===== src/design/mcfc_pkg.sv =====
package mcfc_pkg;

   // Pipeline stages, from the input register to the result register.
   localparam int NUM_STAGES = 7;
   localparam int ST_IN      = 0;
   localparam int ST_OPND    = 1;
   localparam int ST_NUM     = 2;
   localparam int ST_PART    = 3;
   localparam int ST_EST     = 4;
   localparam int ST_PROD    = 5;
   localparam int ST_OUT     = 6;

   localparam int NUM_LANES = 5;

   // Datapath widths of one scaling lane.
   localparam int OPW = 25;          // clamped offset, raw code, span
   localparam int NW  = 37;          // dividend
   localparam int RW  = 26;          // reciprocal
   localparam int QW  = 26;          // quotient estimate
   localparam int PW  = NW + 1;      // quotient times divisor
   localparam int NHW = 19;          // upper slice of the dividend
   localparam int NLW = NW - NHW;    // lower slice of the dividend

   localparam logic [6:0] MIN_FRAME_LEN = 7'd8;
   localparam logic [3:0] FRAME_LEN     = 4'd8;

   typedef logic [2:0] lane_type;
   localparam lane_type LANE_POS = 3'd0;
   localparam lane_type LANE_VEL = 3'd1;
   localparam lane_type LANE_KP  = 3'd2;
   localparam lane_type LANE_KD  = 3'd3;
   localparam lane_type LANE_TRQ = 3'd4;

   // Ranges in Q16.16.
   localparam longint P_LIM = 823550;
   localparam longint V_LIM = 6553600;
   localparam longint KP_HI = 32768000;
   localparam longint KD_HI = 1310720;
   localparam longint T_LIM = 7864320;

   localparam longint P_SPAN  = 2 * P_LIM;
   localparam longint V_SPAN  = 2 * V_LIM;
   localparam longint KP_SPAN = KP_HI;
   localparam longint KD_SPAN = KD_HI;
   localparam longint T_SPAN  = 2 * T_LIM;

   localparam longint MAX16 = 65535;
   localparam longint MAX12 = 4095;

   // Reciprocals rounded up, scaled by two to the dividend width. Every dividend
   // stays below that scale, so the estimate is the quotient or one above it.
   localparam longint RECIP_ONE = longint'(1) << NW;
   localparam logic [RW-1:0] R_POS = RW'((RECIP_ONE + P_SPAN - 1) / P_SPAN);
   localparam logic [RW-1:0] R_VEL = RW'((RECIP_ONE + V_SPAN - 1) / V_SPAN);
   localparam logic [RW-1:0] R_KP  = RW'((RECIP_ONE + KP_SPAN - 1) / KP_SPAN);
   localparam logic [RW-1:0] R_KD  = RW'((RECIP_ONE + KD_SPAN - 1) / KD_SPAN);
   localparam logic [RW-1:0] R_TRQ = RW'((RECIP_ONE + T_SPAN - 1) / T_SPAN);
   localparam logic [RW-1:0] R_M16 = RW'((RECIP_ONE + MAX16 - 1) / MAX16);
   localparam logic [RW-1:0] R_M12 = RW'((RECIP_ONE + MAX12 - 1) / MAX12);

   typedef struct packed {
      logic signed [31:0] lo;
      logic signed [31:0] hi;
      logic [OPW-1:0]     span;
      logic [15:0]        maxcode;
      logic [RW-1:0]      r_enc;
      logic [RW-1:0]      r_dec;
   } lane_cfg_type;

   typedef struct packed {
      logic [NUM_STAGES-1:0] load;
      logic                  out_valid;
   } pipe_ctl_type;

   typedef struct packed {
      logic        dec;
      logic        len_ok;
      logic [15:0] ident;
   } side_type;

   function automatic lane_cfg_type lane_cfg(lane_type idx);
      lane_cfg_type c;
      c = '0;
      case (idx)
         LANE_POS: begin
            c.lo      = 32'(-P_LIM);
            c.hi      = 32'(P_LIM);
            c.span    = OPW'(P_SPAN);
            c.maxcode = 16'(MAX16);
            c.r_enc   = R_POS;
            c.r_dec   = R_M16;
         end
         LANE_VEL: begin
            c.lo      = 32'(-V_LIM);
            c.hi      = 32'(V_LIM);
            c.span    = OPW'(V_SPAN);
            c.maxcode = 16'(MAX12);
            c.r_enc   = R_VEL;
            c.r_dec   = R_M12;
         end
         LANE_KP: begin
            c.lo      = '0;
            c.hi      = 32'(KP_HI);
            c.span    = OPW'(KP_SPAN);
            c.maxcode = 16'(MAX12);
            c.r_enc   = R_KP;
            c.r_dec   = R_M12;
         end
         LANE_KD: begin
            c.lo      = '0;
            c.hi      = 32'(KD_HI);
            c.span    = OPW'(KD_SPAN);
            c.maxcode = 16'(MAX12);
            c.r_enc   = R_KD;
            c.r_dec   = R_M12;
         end
         LANE_TRQ: begin
            c.lo      = 32'(-T_LIM);
            c.hi      = 32'(T_LIM);
            c.span    = OPW'(T_SPAN);
            c.maxcode = 16'(MAX12);
            c.r_enc   = R_TRQ;
            c.r_dec   = R_M12;
         end
         default: begin
            c = '0;
         end
      endcase
      return c;
   endfunction

endpackage


===== src/design/mcfc_pipe_ctrl.sv =====
module mcfc_pipe_ctrl import mcfc_pkg::*; (
   input  logic         clock,
   input  logic         reset,
   input  logic         req_valid,
   input  logic         rsp_stall,
   output logic         req_stall,
   output pipe_ctl_type ctl
);

   logic [NUM_STAGES-1:0] valid_ff;
   logic [NUM_STAGES-1:0] valid_in;
   logic [NUM_STAGES-1:0] ready;

   // A stage takes a new beat when it is empty or its beat moves on, so
   // bubbles close up even while the result register is held.
   always_comb begin
      ready[ST_OUT] = !valid_ff[ST_OUT] || !rsp_stall;
      for (int i = ST_OUT - 1; i >= 0; i--) begin
         ready[i] = !valid_ff[i] || ready[i + 1];
      end
      valid_in[ST_IN] = ready[ST_IN] ? req_valid : valid_ff[ST_IN];
      for (int i = 1; i < NUM_STAGES; i++) begin
         valid_in[i] = ready[i] ? valid_ff[i - 1] : valid_ff[i];
      end
   end

   always_ff @(posedge clock) begin
      if (reset) begin
         valid_ff <= '0;
      end else begin
         valid_ff <= valid_in;
      end
   end

   assign req_stall     = !ready[ST_IN];
   assign ctl.load      = ready;
   assign ctl.out_valid = valid_ff[ST_OUT];

endmodule


===== config.mk =====
export PLATFORM = sky130hd
export DESIGN_NAME = mcfc_pipe_ctrl
export DESIGN_NICKNAME = d
export VERILOG_FILES = /design/src/design/mcfc_pkg.sv /design/src/design/mcfc_pipe_ctrl.sv
export SDC_FILE = /design/constraint.sdc
export NUM_CORES = 1
export LEC_CHECK = 0
export BUFFER_PORTS_ARGS = -buffer_cell sky130_fd_sc_hd__buf_2
export CELL_PAD_IN_SITES_DETAIL_PLACEMENT = 1
export CELL_PAD_IN_SITES_GLOBAL_PLACEMENT = 1
export CORE_AREA = 4 4 41 43
export DETAILED_ROUTE_END_ITERATION = 7
export DIE_AREA = 0 0 45 47
export PLACE_DENSITY = 0.6
export SLEW_MARGIN = 20
export SYNTH_ARGS = -nofsm -noshare
export SYNTH_HDL_FRONTEND = slang
export SYNTH_SLANG_ARGS = --single-unit
export TNS_END_PERCENT = 10

===== constraint.sdc =====
create_clock -name clock -period 2.6 [get_ports clock]
set_input_delay 0.52 -clock clock [delete_from_list [all_inputs] [get_ports clock]]
set_output_delay 0.52 -clock clock [all_outputs]
set_load 0.01 [all_outputs]

==> results.txt <==
The run finished with clean final reports. The area of the mapped netlist came out at between 300 and 400 sq um. More flip-flops sit in one register than any other, and that register is valid_ff. For the worst setup path, the data arrival time is 1240 ps. The share of cells above drive strength 1 came out at 0.426.

The number of ports placed on the die boundary came out at 13. The data required time of the critical path came out at between 2000 and 2500 ps. Setup violations remaining at the end of the flow were counted as 0.

The post-detailed-route count of antenna-violating nets is 0. The total power draw is 0.000219 W. The number of max-slew violations in the final report is 0. The biggest area contributor in the post-synthesis netlist is dfxtp_1. The sum of negative setup slack came out at 0 ps. TritonCTS built the clock tree. Among cell families on the critical path, the largest total delay comes from flip-flops. The count of unique library cells instantiated by Yosys is 13. The post-synth net total is 37. The clock reaches the later pin of the worst-skew pair after about 250 ps. The power density over the cells is 561 nW/um^2. The sum of overflow across all layers after global routing is 0. The share of the synthesized area in the top cell type is 0.461. The path class of the tightest hold or removal check is reg2reg. The cell with the biggest individual delay on the critical path is dfxtp_1. The reported max-cap violation count came out at 0. Sorting the synthesized cells by area gives the leading types as dfxtp_1 46%, a21oi_1 8.2%, inv_1 7.4%.

STA classifies the critical path startpoint as a flop. The final antenna diode count came out at 0. The final routed wire length divided by cell count is between 10 and 15 um. In the routed design, unresolved DRC markers number 0. The layout net count is 52. The die outline width is roughly 45 um. The number of DRC markers after the initial detailed-route iteration came out at 1. Compared with the post-synthesis result, the final layout area differs by 28.4%.

The register clock-pin slew on the reported worst setup and hold paths came out at about 50 ps. Entering global routing, the biggest net connects 9 pins. Setup repair after global routing left no endpoint under its margin.

The worst slew margin relative to its limit came out at 0.853. The worst setup path is of the reg2out kind. The mean instance size in the synthesized netlist came out at between 9 and 10 sq um. On the worst path, the slowest cell contributes a delay of ~430 ps. The transition time of the tightest slew-check pin came out at around 220 ps. The total routing resource utilization after global routing came out at 0.0728. The total of hold buffers inserted after clock tree synthesis is 0. The worst clock skew came out at 2.11 ps. The multi-input combinational cells in the finished layout cover a total of 123 sq um. The worst path in the final design needs a cycle of 1760 ps, including I/O delays and setup.

The area of the core is 1300 sq um. The number of global-route vias before repair is 240. The total length of routed wires came out at 646 um. The largest registers in the layout are valid_ff: 7 flops. The setup slack of the most critical reg-to-reg path is ~1600 ps. The number of clock sinks is 7. The number of antenna violations at the first check in global routing is 0.

The flip-flop count of the largest register, all copies and words added is 7. The worst-case vdd ir drop came out at approximately 0.15 mV. The buffers plus inverters on the worst setup path is 2. For this run, the register share of the synthesized area comes to 0.461. The worst setup path is captured at a primary output. The number of port buffers came out at 12.

At the end of routability-driven placement, the weighted congestion stood at roughly 0.70. The number of CTS-inserted buffers is 3. The sequential cells in the finished layout cover a total of ~140 sq um.

The vertical die dimension is ~47 um. Counting the fill cells in the layout gives ~180. Counting along the longest clock path gives a buffer depth of 2. The cell at the root of the clock tree is clkbuf_4. The count of final hold-check violations is 0. The H-tree depth reported by CTS came out at 1. The leakage power total is between 0.15 and 0.2 nW.

The signal on the critical path passes through and4_4 > nand3_4 > inv_1 > buf_2. The pre-antenna-repair detailed-routing pass consisted of 3 iterations. For this block, the via count after detailed routing is roughly 260. The via-per-instance ratio is 4.24. The largest fanout of any net on the critical path came out at 5. Post-CTS timing repair inserted 0 buffers for setup. Yosys printed 0 warnings.

After technology mapping, the gate count stands at 33. The final-layout worst hold slack came out at between 400 and 500 ps. The starting density of the core came out at 0.234.

The floorplan die area came out at 2120 sq um. The post-cts resize count came out at 0. The first-pass GRT wire length came out at a little under 1000 um.

The total number of placement rows came out at 13. Timing would allow up to approximately 0.57 GHz. The synthesized flop and latch total is 7. Dividing the final minimum period by the clock period gives 0.675.
[routing by layer]
metal | part of all wire | global-route usage | up-vias
li1 | - | - | 132
met1 | 0.40 | 0.0664 | 120
met2 | 0.48 | 0.110 | 9
met3 | 0.084 | 0.0345 | 2
met4 | 0.040 | 0.0877 | 0
met5 | 0 | 0 | -
[cell families after synthesis]
group	after synthesis	share of synthesized area
compound gates	6	0.111
buf+inv	8	0.136
flops	7	0.461
simple gates	12	0.292
[synthesized netlist by cell type (all sizes together)]
cell type and instances:
nand4 1, and3 1, a21oi 6, inv 6, nand3 2, nor2 4, nand2 3, and4 1
buf 2, dfxtp 7
[cell usage in the layout (no fill, tap or decap)]
cell,n
inv_1,6
and3_2,1
and4_4,1
nand4_4,1
clkbuf_4,3
a21oi_1,5
a21oi_2,1
nand2_1,3
clkbuf_1,1
nor2_1,4
dfxtp_1,7
nand3_4,1
nand3_1,1
buf_2,12
[layout make-up]
class,count,area share
clock buffer,4,0.0673
inverter,6,0.0577
tap,15,0.0481
timing repair buffer,12,0.154
multi-input combinational,18,0.314
sequential,7,0.359
[worst register-to-register path: cells and delay by family (launching register included)]
family | cells | cell delay [ps]
AND/OR/NAND/NOR | 2 | 460
AO/OA/AOI/OAI | 1 | 150
flip-flops | 1 | 350
[power by group]
part / switching, W / internal [W] / leakage [nW]
Clock: 0.0000409 / 0.0000586 / 0.0150
Combinational: 0.00000400 / 0.00000316 / 0.0977
Sequential: 0.00000233 / 0.000110 / 0.0570
[stage by stage]
stage	setup slack, ps	util	instance area (sq um)	instances
2_1_floorplan	1070	-	304	33
3_3_place_gp	859	0.280	364	58
3_5_place_dp	845	0.280	364	58
4_1_cts	807	0.300	390	62
5_1_grt	741	0.300	390	62
6_report	844	0.300	390	62
[final timing paths]
path,startpoint,endpoint,cells past startpoint
setup / recovery,valid_ff[4]$_SDFFE_PP0P_,req_stall,4
hold / removal,valid_ff[1]$_SDFFE_PP0P_,valid_ff[2]$_SDFFE_PP0P_,2
setup reg to reg,valid_ff[6]$_SDFFE_PP0P_,valid_ff[3]$_SDFFE_PP0P_,3
hold reg to reg,valid_ff[1]$_SDFFE_PP0P_,valid_ff[2]$_SDFFE_PP0P_,2
No activity file was read; power rests on OpenSTA's default activity.
